===== config.mk =====
export PLATFORM = sky130hd
export DESIGN_NAME = priority_tick_scheduler_top
export DESIGN_NICKNAME = d
export VERILOG_FILES = /design/src/hdl/pts_pkg.sv /design/src/hdl/pts_front.sv /design/src/hdl/pts_back.sv /design/src/hdl/priority_tick_scheduler_top.sv
export SDC_FILE = /design/constraint.sdc
export NUM_CORES = 1
export LEC_CHECK = 0
export ABC_AREA = 1
export ABC_CLOCK_PERIOD_IN_PS = 8100
export BUFFER_PORTS_ARGS = -buffer_cell sky130_fd_sc_hd__buf_4
export CAP_MARGIN = 30
export CORE_MARGIN = 4
export CORE_UTILIZATION = 62
export DETAILED_ROUTE_END_ITERATION = 16
export HOLD_SLACK_MARGIN = 0.05
export PLACE_DENSITY = 0.79
export SETUP_SLACK_MARGIN = 0.5
export SLEW_MARGIN = 25
export SYNTH_ARGS = -nofsm -noshare
export SYNTH_HDL_FRONTEND = slang
export SYNTH_HIERARCHICAL = 1
export SYNTH_SLANG_ARGS = --single-unit

===== constraint.sdc =====
create_clock -name clk -period 8.1 [get_ports clk]
set_input_delay 0.81 -clock clk [delete_from_list [all_inputs] [get_ports clk]]
set_output_delay 0.81 -clock clk [all_outputs]
set_load 0.02 [all_outputs]

===== src/hdl/pts_pkg.sv =====
`default_nettype none

package pts_pkg;

	// Table size and burst width
	localparam int MAX_PROCESSES = 16;
	localparam int BURST_BITS    = 16;

	// Field widths
	localparam int IN_BURST_W  = 16;
	localparam int BURST_W     = (BURST_BITS < IN_BURST_W) ? BURST_BITS : IN_BURST_W;
	localparam int PRI_W       = 16;
	localparam int IDX_W       = $clog2(MAX_PROCESSES);
	localparam int CNT_W       = $clog2(MAX_PROCESSES + 1);
	localparam int OUT_IDX_W   = 4;
	localparam int TIME_W      = 21;
	localparam int FIELD_W     = 20;
	localparam int SUM_W       = 24;

	// Command queue between front and back
	localparam int QUEUE_DEPTH = 2;
	localparam int QPTR_W      = $clog2(QUEUE_DEPTH);
	localparam int QCNT_W      = $clog2(QUEUE_DEPTH + 1);

	typedef logic [BURST_W-1:0]   burst_t;
	typedef logic [PRI_W-1:0]     prio_t;
	typedef logic [IDX_W-1:0]     idx_t;
	typedef logic [CNT_W-1:0]     cnt_t;
	typedef logic [TIME_W-1:0]    time_t;
	typedef logic [FIELD_W-1:0]   field_t;
	typedef logic [SUM_W-1:0]     sum_t;
	typedef logic [OUT_IDX_W-1:0] out_idx_t;
	typedef logic [QPTR_W-1:0]    qptr_t;
	typedef logic [QCNT_W-1:0]    qcnt_t;

	// Input mode codes
	typedef enum logic [1:0] {
		MODE_CLEAR = 2'd0,
		MODE_LOAD  = 2'd1,
		MODE_TICK  = 2'd2,
		MODE_NONE  = 2'd3
	} mode_t;

	// Classified commands
	typedef enum logic [1:0] {
		CMD_CLEAR = 2'd0,
		CMD_LOAD  = 2'd1,
		CMD_TICK  = 2'd2
	} cmd_kind_t;

	typedef struct packed {
		cmd_kind_t kind;
		burst_t    burst;
		prio_t     prio;
	} cmd_t;

	// Back-end status
	typedef struct packed {
		logic idle;
		cnt_t entry_count;
		cnt_t done_count;
	} sts_t;

endpackage

`default_nettype wire


===== src/hdl/pts_front.sv =====
`default_nettype none

module pts_front (
	input  wire logic            clk,
	input  wire logic            arst_n,
	input  wire logic            in_valid,
	output logic                 in_ready,
	input  wire logic [1:0]      mode,
	input  wire logic [15:0]     burst_time,
	input  wire logic [15:0]     priority_req,
	output logic                 cmd_valid,
	input  wire logic            cmd_ready,
	output pts_pkg::cmd_t        cmd
);

	pts_pkg::cmd_t  cmd_in;
	logic           keep;
	logic           push;
	logic           pop;
	pts_pkg::cmd_t  fifo_q [pts_pkg::QUEUE_DEPTH];
	pts_pkg::qptr_t wr_ptr_q;
	pts_pkg::qptr_t rd_ptr_q;
	pts_pkg::qcnt_t count_q;

	// Classify the item; drop unused modes and zero-length loads
	always_comb begin
		keep          = 1'b1;
		cmd_in.kind   = pts_pkg::CMD_TICK;
		cmd_in.burst  = burst_time[pts_pkg::BURST_W-1:0];
		cmd_in.prio   = priority_req;
		unique case (pts_pkg::mode_t'(mode))
			pts_pkg::MODE_CLEAR: begin
				cmd_in.kind = pts_pkg::CMD_CLEAR;
			end
			pts_pkg::MODE_LOAD: begin
				cmd_in.kind = pts_pkg::CMD_LOAD;
				keep        = (cmd_in.burst != '0);
			end
			pts_pkg::MODE_TICK: begin
				cmd_in.kind = pts_pkg::CMD_TICK;
			end
			default: begin
				keep = 1'b0;
			end
		endcase
	end

	assign in_ready  = (count_q != pts_pkg::qcnt_t'(pts_pkg::QUEUE_DEPTH));
	assign push      = in_valid && in_ready && keep;
	assign cmd_valid = (count_q != '0);
	assign pop       = cmd_valid && cmd_ready;
	assign cmd       = fifo_q[rd_ptr_q];

	// Advance queue pointers and fill level
	always_ff @(posedge clk or negedge arst_n) begin
		if (!arst_n) begin
			wr_ptr_q <= '0;
			rd_ptr_q <= '0;
			count_q  <= '0;
		end else begin
			if (push) begin
				wr_ptr_q <= wr_ptr_q + pts_pkg::qptr_t'(1);
			end
			if (pop) begin
				rd_ptr_q <= rd_ptr_q + pts_pkg::qptr_t'(1);
			end
			unique case ({push, pop})
				2'b10:   count_q <= count_q + pts_pkg::qcnt_t'(1);
				2'b01:   count_q <= count_q - pts_pkg::qcnt_t'(1);
				default: count_q <= count_q;
			endcase
		end
	end

	// Store the classified command
	always_ff @(posedge clk) begin
		if (push) begin
			fifo_q[wr_ptr_q] <= cmd_in;
		end
	end

endmodule

`default_nettype wire


===== src/hdl/pts_back.sv =====
`default_nettype none

module pts_back (
	input  wire logic            clk,
	input  wire logic            arst_n,
	input  wire logic            cmd_valid,
	output logic                 cmd_ready,
	input  wire pts_pkg::cmd_t   cmd,
	output pts_pkg::sts_t        sts,
	output logic                 out_valid,
	input  wire logic            out_ready,
	output logic [3:0]           process_index,
	output logic [19:0]          waiting_time,
	output logic [19:0]          turnaround_time,
	output logic [23:0]          total_wait,
	output logic [23:0]          total_turnaround,
	output logic                 all_done
);

	typedef enum logic [4:0] {
		ST_IDLE = 5'b00001,
		ST_SCAN = 5'b00010,
		ST_STEP = 5'b00100,
		ST_CALC = 5'b01000,
		ST_EMIT = 5'b10000
	} state_t;

	state_t          state_q;
	pts_pkg::cnt_t   entry_count_q;
	pts_pkg::cnt_t   done_count_q;
	pts_pkg::time_t  time_q;
	pts_pkg::sum_t   wait_sum_q;
	pts_pkg::sum_t   tat_sum_q;
	pts_pkg::idx_t   idx_q;
	logic            found_q;
	logic            out_valid_q;

	pts_pkg::burst_t burst_mem_q [pts_pkg::MAX_PROCESSES];
	pts_pkg::prio_t  prio_mem_q  [pts_pkg::MAX_PROCESSES];
	pts_pkg::burst_t rem_mem_q   [pts_pkg::MAX_PROCESSES];

	pts_pkg::idx_t   pick_q;
	pts_pkg::prio_t  best_pri_q;
	pts_pkg::burst_t pick_rem_q;
	pts_pkg::burst_t pick_burst_q;
	pts_pkg::field_t wt_q;
	pts_pkg::field_t tat_q;

	pts_pkg::out_idx_t out_idx_q;
	pts_pkg::field_t   out_wt_q;
	pts_pkg::field_t   out_tat_q;
	pts_pkg::sum_t     out_wsum_q;
	pts_pkg::sum_t     out_tsum_q;
	logic              out_done_q;

	logic            table_full;
	logic            take;
	logic            scan_last;
	logic            emit_go;
	pts_pkg::field_t wt_nxt;
	pts_pkg::sum_t   wait_sum_nxt;
	pts_pkg::sum_t   tat_sum_nxt;
	logic            all_done_nxt;

	// Scan compare, emit gating and result arithmetic
	assign table_full   = (entry_count_q == pts_pkg::cnt_t'(pts_pkg::MAX_PROCESSES));
	assign take         = (rem_mem_q[idx_q] != '0) &&
	                      (!found_q || (prio_mem_q[idx_q] < best_pri_q));
	assign scan_last    = ((pts_pkg::cnt_t'(idx_q) + pts_pkg::cnt_t'(1)) == entry_count_q);
	assign emit_go      = !out_valid_q || out_ready;
	assign wt_nxt       = pts_pkg::field_t'(time_q - pts_pkg::time_t'(pick_burst_q));
	assign wait_sum_nxt = wait_sum_q + pts_pkg::sum_t'(wt_q);
	assign tat_sum_nxt  = tat_sum_q + pts_pkg::sum_t'(tat_q);
	assign all_done_nxt = ((done_count_q + pts_pkg::cnt_t'(1)) == entry_count_q);

	assign cmd_ready = (state_q == ST_IDLE);

	// Sequence commands: clear, load, and the tick scan
	always_ff @(posedge clk or negedge arst_n) begin
		if (!arst_n) begin
			state_q       <= ST_IDLE;
			entry_count_q <= '0;
			done_count_q  <= '0;
			time_q        <= '0;
			wait_sum_q    <= '0;
			tat_sum_q     <= '0;
			idx_q         <= '0;
			found_q       <= 1'b0;
			out_valid_q   <= 1'b0;
		end else begin
			// Raise valid on a new result, drop it once transferred
			if ((state_q == ST_EMIT) && emit_go) begin
				out_valid_q <= 1'b1;
			end else if (out_valid_q && out_ready) begin
				out_valid_q <= 1'b0;
			end
			unique case (state_q)
				ST_IDLE: begin
					if (cmd_valid) begin
						unique case (cmd.kind)
							pts_pkg::CMD_CLEAR: begin
								entry_count_q <= '0;
								done_count_q  <= '0;
								time_q        <= '0;
								wait_sum_q    <= '0;
								tat_sum_q     <= '0;
							end
							pts_pkg::CMD_LOAD: begin
								if (!table_full) begin
									entry_count_q <= entry_count_q + pts_pkg::cnt_t'(1);
								end
							end
							pts_pkg::CMD_TICK: begin
								if (entry_count_q != '0) begin
									idx_q   <= '0;
									found_q <= 1'b0;
									state_q <= ST_SCAN;
								end
							end
							default: begin
							end
						endcase
					end
				end
				ST_SCAN: begin
					if (take) begin
						found_q <= 1'b1;
					end
					idx_q <= idx_q + pts_pkg::idx_t'(1);
					if (scan_last) begin
						state_q <= ST_STEP;
					end
				end
				ST_STEP: begin
					if (!found_q) begin
						state_q <= ST_IDLE;
					end else begin
						time_q  <= time_q + pts_pkg::time_t'(1);
						state_q <= (pick_rem_q == pts_pkg::burst_t'(1)) ? ST_CALC : ST_IDLE;
					end
				end
				ST_CALC: begin
					state_q <= ST_EMIT;
				end
				ST_EMIT: begin
					if (emit_go) begin
						wait_sum_q   <= wait_sum_nxt;
						tat_sum_q    <= tat_sum_nxt;
						done_count_q <= done_count_q + pts_pkg::cnt_t'(1);
						state_q      <= ST_IDLE;
					end
				end
				default: begin
					state_q <= ST_IDLE;
				end
			endcase
		end
	end

	// Table writes, scan winner, and result registers
	always_ff @(posedge clk) begin
		unique case (state_q)
			ST_IDLE: begin
				if (cmd_valid && (cmd.kind == pts_pkg::CMD_LOAD) && !table_full) begin
					burst_mem_q[entry_count_q[pts_pkg::IDX_W-1:0]] <= cmd.burst;
					prio_mem_q[entry_count_q[pts_pkg::IDX_W-1:0]]  <= cmd.prio;
					rem_mem_q[entry_count_q[pts_pkg::IDX_W-1:0]]   <= cmd.burst;
				end
			end
			ST_SCAN: begin
				if (take) begin
					pick_q       <= idx_q;
					best_pri_q   <= prio_mem_q[idx_q];
					pick_rem_q   <= rem_mem_q[idx_q];
					pick_burst_q <= burst_mem_q[idx_q];
				end
			end
			ST_STEP: begin
				if (found_q) begin
					rem_mem_q[pick_q] <= pick_rem_q - pts_pkg::burst_t'(1);
				end
			end
			ST_CALC: begin
				wt_q  <= wt_nxt;
				tat_q <= time_q[pts_pkg::FIELD_W-1:0];
			end
			ST_EMIT: begin
				if (emit_go) begin
					out_idx_q  <= pts_pkg::out_idx_t'(pick_q);
					out_wt_q   <= wt_q;
					out_tat_q  <= tat_q;
					out_wsum_q <= wait_sum_nxt;
					out_tsum_q <= tat_sum_nxt;
					out_done_q <= all_done_nxt;
				end
			end
			default: begin
			end
		endcase
	end

	assign sts.idle        = (state_q == ST_IDLE);
	assign sts.entry_count = entry_count_q;
	assign sts.done_count  = done_count_q;

	assign out_valid        = out_valid_q;
	assign process_index    = out_idx_q;
	assign waiting_time     = out_wt_q;
	assign turnaround_time  = out_tat_q;
	assign total_wait       = out_wsum_q;
	assign total_turnaround = out_tsum_q;
	assign all_done         = out_done_q;

endmodule

`default_nettype wire


===== src/hdl/priority_tick_scheduler_top.sv =====
// A clear or a load is registered into the command queue, then updates the table when the
// idle back end takes it; a completing tick shows its result after scan, step, calc, emit.
// The back end scans one table entry per cycle, then steps, forms the times, registers.
// The back end takes a new command only while idle: a tick holds off the next through its
// scan and step, and calc and emit when it completes an entry, longer while a result waits.
// Reset: arst_n clears the queue, counters, time, totals and output valid; table undefined.
`default_nettype none

module priority_tick_scheduler_top (
	input  wire logic        clk,
	input  wire logic        arst_n,
	input  wire logic        in_valid,
	output logic             in_ready,
	input  wire logic [1:0]  mode,
	input  wire logic [15:0] burst_time,
	input  wire logic [15:0] priority_req,
	output logic             out_valid,
	input  wire logic        out_ready,
	output logic [3:0]       process_index,
	output logic [19:0]      waiting_time,
	output logic [19:0]      turnaround_time,
	output logic [23:0]      total_wait,
	output logic [23:0]      total_turnaround,
	output logic             all_done
);

	logic          cmd_valid;
	logic          cmd_ready;
	pts_pkg::cmd_t cmd;
	pts_pkg::sts_t sts;

	// Accept, classify and queue items
	pts_front u_front (
		.clk          (clk),
		.arst_n       (arst_n),
		.in_valid     (in_valid),
		.in_ready     (in_ready),
		.mode         (mode),
		.burst_time   (burst_time),
		.priority_req (priority_req),
		.cmd_valid    (cmd_valid),
		.cmd_ready    (cmd_ready),
		.cmd          (cmd)
	);

	// Execute commands and hold results
	pts_back u_back (
		.clk              (clk),
		.arst_n           (arst_n),
		.cmd_valid        (cmd_valid),
		.cmd_ready        (cmd_ready),
		.cmd              (cmd),
		.sts              (sts),
		.out_valid        (out_valid),
		.out_ready        (out_ready),
		.process_index    (process_index),
		.waiting_time     (waiting_time),
		.turnaround_time  (turnaround_time),
		.total_wait       (total_wait),
		.total_turnaround (total_turnaround),
		.all_done         (all_done)
	);

	// Completed entries never outnumber loaded ones, and the table never overfills
	a_counts: assert property (@(posedge clk) disable iff (!arst_n)
		(sts.done_count <= sts.entry_count) &&
		(sts.entry_count <= pts_pkg::cnt_t'(pts_pkg::MAX_PROCESSES)))
		else $error("done or entry count out of range");

	// A new result only comes out of a tick in progress
	a_result_src: assert property (@(posedge clk) disable iff (!arst_n)
		$rose(out_valid) |-> $past(!sts.idle))
		else $error("result without a tick in progress");

	// A new result always counts a completed entry
	a_result_cnt: assert property (@(posedge clk) disable iff (!arst_n)
		$rose(out_valid) |-> (sts.done_count != '0))
		else $error("result without completed entry");

endmodule

`default_nettype wire


==> metrics.cfg, run 1 <==
[clock_network]
clk-insertion-delay-late_ns=0.69
cts_buffer_depth=3
cts.repair.resized=0
cts_buffers=106
cts_tree=done
htreeDepth=3
clock-root-buffer=clkbuf_16
clk_pin_slew_worst_paths_ns=0.06
clkSinkCount=1114
hold_buffers=0
post-cts-setup-buffers=0

[floorplanning]
die_h_um=280.8
initial_core_util_pct=62.94
die_area_um2=78870
fp.dieW_um=280.8
ios=133
num_rows=99
core_um2=73330

[global_route]
grt_overflow=0
grt_pass1_wl_um=177200
grt_antenna_before_repair=2
grt.total_usage_pct=29.59
grt_max_degree=180
grt_pass1_vias=30050

[final_layout]
drive_above_1_share_pct=10.50
synthToLayoutAreaGrowth_pct=12.44
nets=3996
fillers=4779

[sta]
finalSetupViolations=0
hold_viol_final=0
rsz0062_at_grt=no
skew_ns=0.03636
worst_pin_slew_ns=1.024
final-max-slew-violation-count=0
slew_headroom_pct=31.59
max_freq_mhz=177.5
finalCritPeriodShare_pct=69.54
min_period_ns=5.633
tns_ns=0

[worst_setup_path]
worstPathArrival_ns=5.94
cp-start-kind=flip-flop
worstPathRequired_ns=8.41
end_kind=flip-flop
path_class=reg -> reg
crit_path_max_fanout=36

[detailed_routing]
avgRoutedWirePerCell_um=23.89
wl_um=117600
vias=30870
drcViolationCount=0
drt_iter0_drc=4103
ant_nets=0
dr.pass1.iters=8
vias_per_cell=6.271

[worst_hold_path]
hp-class=in -> async

[status]
status=finished clean

[yosys]
syn-cell-area_um2=46150
synth.avg_cell_area_um2=12.37
synth_cells=3732
yosysWarnings=6
synth_nets=3854

[placed_design]
gp_congestion=0.9299
hpwl_um=67350
numPortBuffers=132

[flow_run]
max-cap-violations=0

[power]
cellLeakagePower_nw=19.03
power_density_nw_per_um2=345.3
ir_worst_vdd_mv=0.2577
power_w=0.01792

## layer usage
metal	up-vias	GRT usage, %	routed length, um
met5	-	0	27
met4	4	13.01	5395
met3	338	5.724	12700
met2	1976	48.48	56590
met1	14830	39.17	42880
li1	13720	-	-
## sequential cells by signal (all words and copies together), names as in the netlist, 5 cells and up
name,count
u_back/turnaround_time,20
u_back/prio_mem_q,256
u_back/wt_q,20
u_back/tat_q,20
u_back/wait_sum_q,24
u_back/entry_count_q,5
u_back/pick_rem_q,16
u_back/state_q,5
u_back/time_q,20
u_back/total_turnaround,24
u_front/fifo_q,68
u_back/tat_sum_q,24
u_back/burst_mem_q,256
u_back/done_count_q,5
u_back/best_pri_q,16
u_back/rem_mem_q,256
u_back/waiting_time,20
u_back/pick_burst_q,16
u_back/total_wait,24
## cells in the final DEF (no fill, tap or decap), types with 25 or more instances in the layout
cell type	instances
a21oi_1	158
a221oi_1	36
buf_4	201
clkbuf_1	25
clkbuf_16	106
clkinv_1	25
dfrtp_1	88
edfxtp_1	1021
ha_1	81
inv_1	182
nand2_1	695
nand3_1	133
nand4_1	58
nor2_1	357
nor3_1	26
o211ai_1	46
o21ai_0	348
o221ai_1	26
o22ai_1	62
xnor2_1	32
xor2_1	53
## through the flow
stage	cells	hold WS (ns)	area [um^2]	util, %	setup slack, ns
global route	4921	0.1851	51890	70.77	2.379
detailed placement	4724	0.4517	48380	65.98	2.715
global placement	4723	0.4668	48360	65.95	2.880
CTS	4920	0.1695	51890	70.76	2.618
finish	4922	0.1646	51900	70.77	2.467
floorplan	3732	0.4196	46150	-	2.509
## area by class of cell
class	instances	area (um^2)	area share, %
tap	959	1200	2.312
antenna	1	2.502	0.004822
clock buffer	133	2774	5.345
inverter	192	730.7	1.408
sequential	1114	33000	63.58
clock inverter	63	730.7	1.408
timing repair buffer	204	1569	3.023
multi-input combinational	2256	11890	22.91
## report_power, final
group	internal, W	switching, W	leakage (nW)
sequential	0.00739	0.000301	10.5
clock	0.00285	0.00211	1.69
combinational	0.00136	0.00390	6.88
total	0.0116	0.00631	19.0
## worst paths after layout
kind                                       start                    endpoint  slack [ns]  cells past startpoint
worst max-delay path             u_back/idx_q[2]        u_back/pick_rem_q[3]        2.47                     15
worst min-delay path                      arst_n         u_back/tat_sum_q[5]        0.16                      1
max in group asynchronous                 arst_n             u_back/idx_q[0]        6.69                      2
min in group clk                priority_req[13]       u_front/fifo_q[0][13]        0.31                      1
worst max register to register   u_back/idx_q[2]        u_back/pick_rem_q[3]        2.47                     15
worst min register to register  u_back/tat_q[14]  u_back/turnaround_time[14]        0.48                      0
## critical path: stages, from the launching register on
cell and delay, ns:
dfrtp_2 0.87, nand2_2 0.65, inv_1 0.50, buf_4 0.53, nand3_1 0.14, nand4_1 0.15, nand2_1 0.12, ha_1 0.30
nand2_1 0.07, inv_1 0.06, nand3_1 0.06, a31oi_1 0.11, a2111oi_0 0.32, nand2_1 0.16, a21oi_4 0.58, buf_4 0.59
Power figures use the tool's default switching activity.
==> inputs of run 2 (changes only) <==
--- a/config.mk
+++ b/config.mk
@@ -6,14 +6,14 @@
 export NUM_CORES = 1
 export LEC_CHECK = 0
 export ABC_AREA = 1
-export ABC_CLOCK_PERIOD_IN_PS = 8100
+export ABC_CLOCK_PERIOD_IN_PS = 4850
 export BUFFER_PORTS_ARGS = -buffer_cell sky130_fd_sc_hd__buf_4
 export CAP_MARGIN = 30
 export CORE_MARGIN = 4
-export CORE_UTILIZATION = 62
+export CORE_UTILIZATION = 56
 export DETAILED_ROUTE_END_ITERATION = 16
 export HOLD_SLACK_MARGIN = 0.05
-export PLACE_DENSITY = 0.79
+export PLACE_DENSITY = 0.76
 export SETUP_SLACK_MARGIN = 0.5
 export SLEW_MARGIN = 25
 export SYNTH_ARGS = -nofsm -noshare
==> constraint.sdc (replaced) <==
create_clock -name clk -period 4.85 [get_ports clk]
set_input_delay 0.485 -clock clk [delete_from_list [all_inputs] [get_ports clk]]
set_output_delay 0.485 -clock clk [all_outputs]
set_load 0.02 [all_outputs]
==> metrics.cfg, run 2 (synthesis gave the netlist of run 1 again) <==
[sta]
whs_ns=0.1561
slew_headroom_pct=39.17
worst_pin_slew_ns=0.9064
tns_ns=0
finalCritPeriodShare_pct=83.86
final-max-slew-violation-count=0
finalSetupViolations=0
hold_viol_final=0
rsz0062_at_grt=no
max_freq_mhz=245.9
skew_ns=0.05875
min_period_ns=4.067
worst_slack_ns=0.7830

[global_route]
grt_overflow=0
grt-busiest-layer=met2
grt_pass1_wl_um=175500
grt_antenna_before_repair=0
use_met1_pct=36.34
grt_pass1_vias=30020
gr-usage-met2_pct=42.25
grt.met3_usage_pct=4.507
grt.total_usage_pct=26.42
grt_max_degree=179

[final_layout]
drive_above_1_share_pct=11.02
finalInstanceArea_um2=52890
synthToLayoutAreaGrowth_pct=14.59
final_common_cell=edfxtp_1
mostFrequentLayoutCells=edfxtp_1, nand2_1, nor2_1
nets=4045

[worst_setup_path]
path_buf_inv=2
crit_path_max_fanout=48
crit_chain=nand2_2 -> buf_4 -> a21oi_1 -> a221oi_1 -> o21ai_0 -> nand2_1 -> ha_1 -> a21oi_1 -> nor2_1 -> a2111oi_0 -> nand2_1 -> a21oi_4 -> buf_4
crit_family=compound AO/OA/AOI/OAI gates
end_kind=flip-flop
worstPathArrival_ns=4.43
max_stage_delay_ns=0.68
critPathSlowestCell=dfrtp_4
path_class=reg -> reg
cp-start-kind=flip-flop
worstPathRequired_ns=5.22

[detailed_routing]
avgRoutedWirePerCell_um=22.75
dr.pass1.iters=9
vias_per_cell=6.033
drcViolationCount=0
ant_nets=0
vias=30710
wl_um=115800
drt_iter0_drc=3672

[placed_design]
hpwl_um=68750
numPortBuffers=132
post_dp_cell_area_um2=48740
gp_congestion=0.9194
pre_cts_slack_ns=0.9062

[power]
ir_worst_vdd_mv=0.5513
power_density_nw_per_um2=576.6
internal_power_w=0.01992
power_w=0.03049
power_frac_comb_pct=29.4
switching_share_pct=34.66
cellLeakagePower_nw=19.42
clkPwrFrac_pct=28.9
pwr-share-seq_pct=41.7
switching_power_w=0.01057

[clock_network]
cts.repair.resized=0
cts_buffers=108
clkSinkCount=1114
cts_buffer_depth=3
clk_pin_slew_worst_paths_ns=0.06
clk-insertion-delay-late_ns=0.70
clock-root-buffer=clkbuf_16
htreeDepth=3
cts_tree=done

[floorplanning]
initial_core_util_pct=56.39
fp.dieW_um=295.1
num_rows=105
die_h_um=295.1
die_area_um2=87070
ios=133
core_um2=81850

[worst_hold_path]
hp-class=in -> reg

[status]
status=finished clean

[flow_run]
max-cap-violations=0

[run 2: repair_timing]
| action | in CTS | in global routing |
|---|---|---|
| hold buffers | 34 | 0 |
| hold endpoints to repair | 122 | 0 |
| buffers inserted | 0 | 0 |
[run 2: cell type report]
type / count / area [um^2]
multi-input cells: 2256 / 11880
fillers: 5731 / 28960
repair buffers: 251 / 2127
diodes: 1 / 2.502
inverters: 192 / 730.7
well taps: 1070 / 1339
clock buffers: 130 / 2835
flip-flops and latches: 1114 / 33000
clock inverters: 76 / 972.2
[run 2: routing by layer]
metal | vias to the layer above | share of wire, %
met1 | 14830 | 39
li1 | 13840 | -
met4 | 0 | 4.3
met5 | - | 0
met3 | 305 | 10
met2 | 1730 | 47
[run 2: worst paths after layout]
path	from	endpoint	slack, ns	cells after the start
max	u_back/idx_q[1]	u_back/best_pri_q[9]	0.78	13
min	out_ready	u_back/out_valid	0.16	4
max reg2reg	u_back/idx_q[1]	u_back/best_pri_q[9]	0.78	13
min in group asynchronous	arst_n	u_back/tat_sum_q[0]	0.45	2
max in group asynchronous	arst_n	u_back/wait_sum_q[5]	3.31	3
min reg2reg	u_back/tat_q[15]	u_back/turnaround_time[15]	0.48	0
[run 2: power by group through the flow]
stage / sequential [W] / clock, W / combinational, W
6_report: 0.0127 / 0.00882 / 0.00895
5_1_grt: 0.0128 / 0.00935 / 0.00983
3_5_place_dp: 0.0129 / 0 / 0.00869
4_1_cts: 0.0127 / 0.00893 / 0.00880
3_3_place_gp: 0.0129 / 0 / 0.00843
2_1_floorplan: 0.0127 / 0 / 0.00580
[run 2: per-stage QoR]
stage	util, %	instances
global route	64.61	5089
global placement	59.46	4846
CTS	64.61	5089
floorplan	-	3732
detailed placement	59.55	4849
finish	64.62	5090
[run 2: worst register-to-register path: cells and delay by family (launching register included)]
family,cells,cell delay (ns)
flip-flops,1,0.68
AO/OA/AOI/OAI,6,1.29
buffers and inverters,2,0.94
adder cells (fa/ha/maj),1,0.26
AND/OR/NAND/NOR,4,0.57
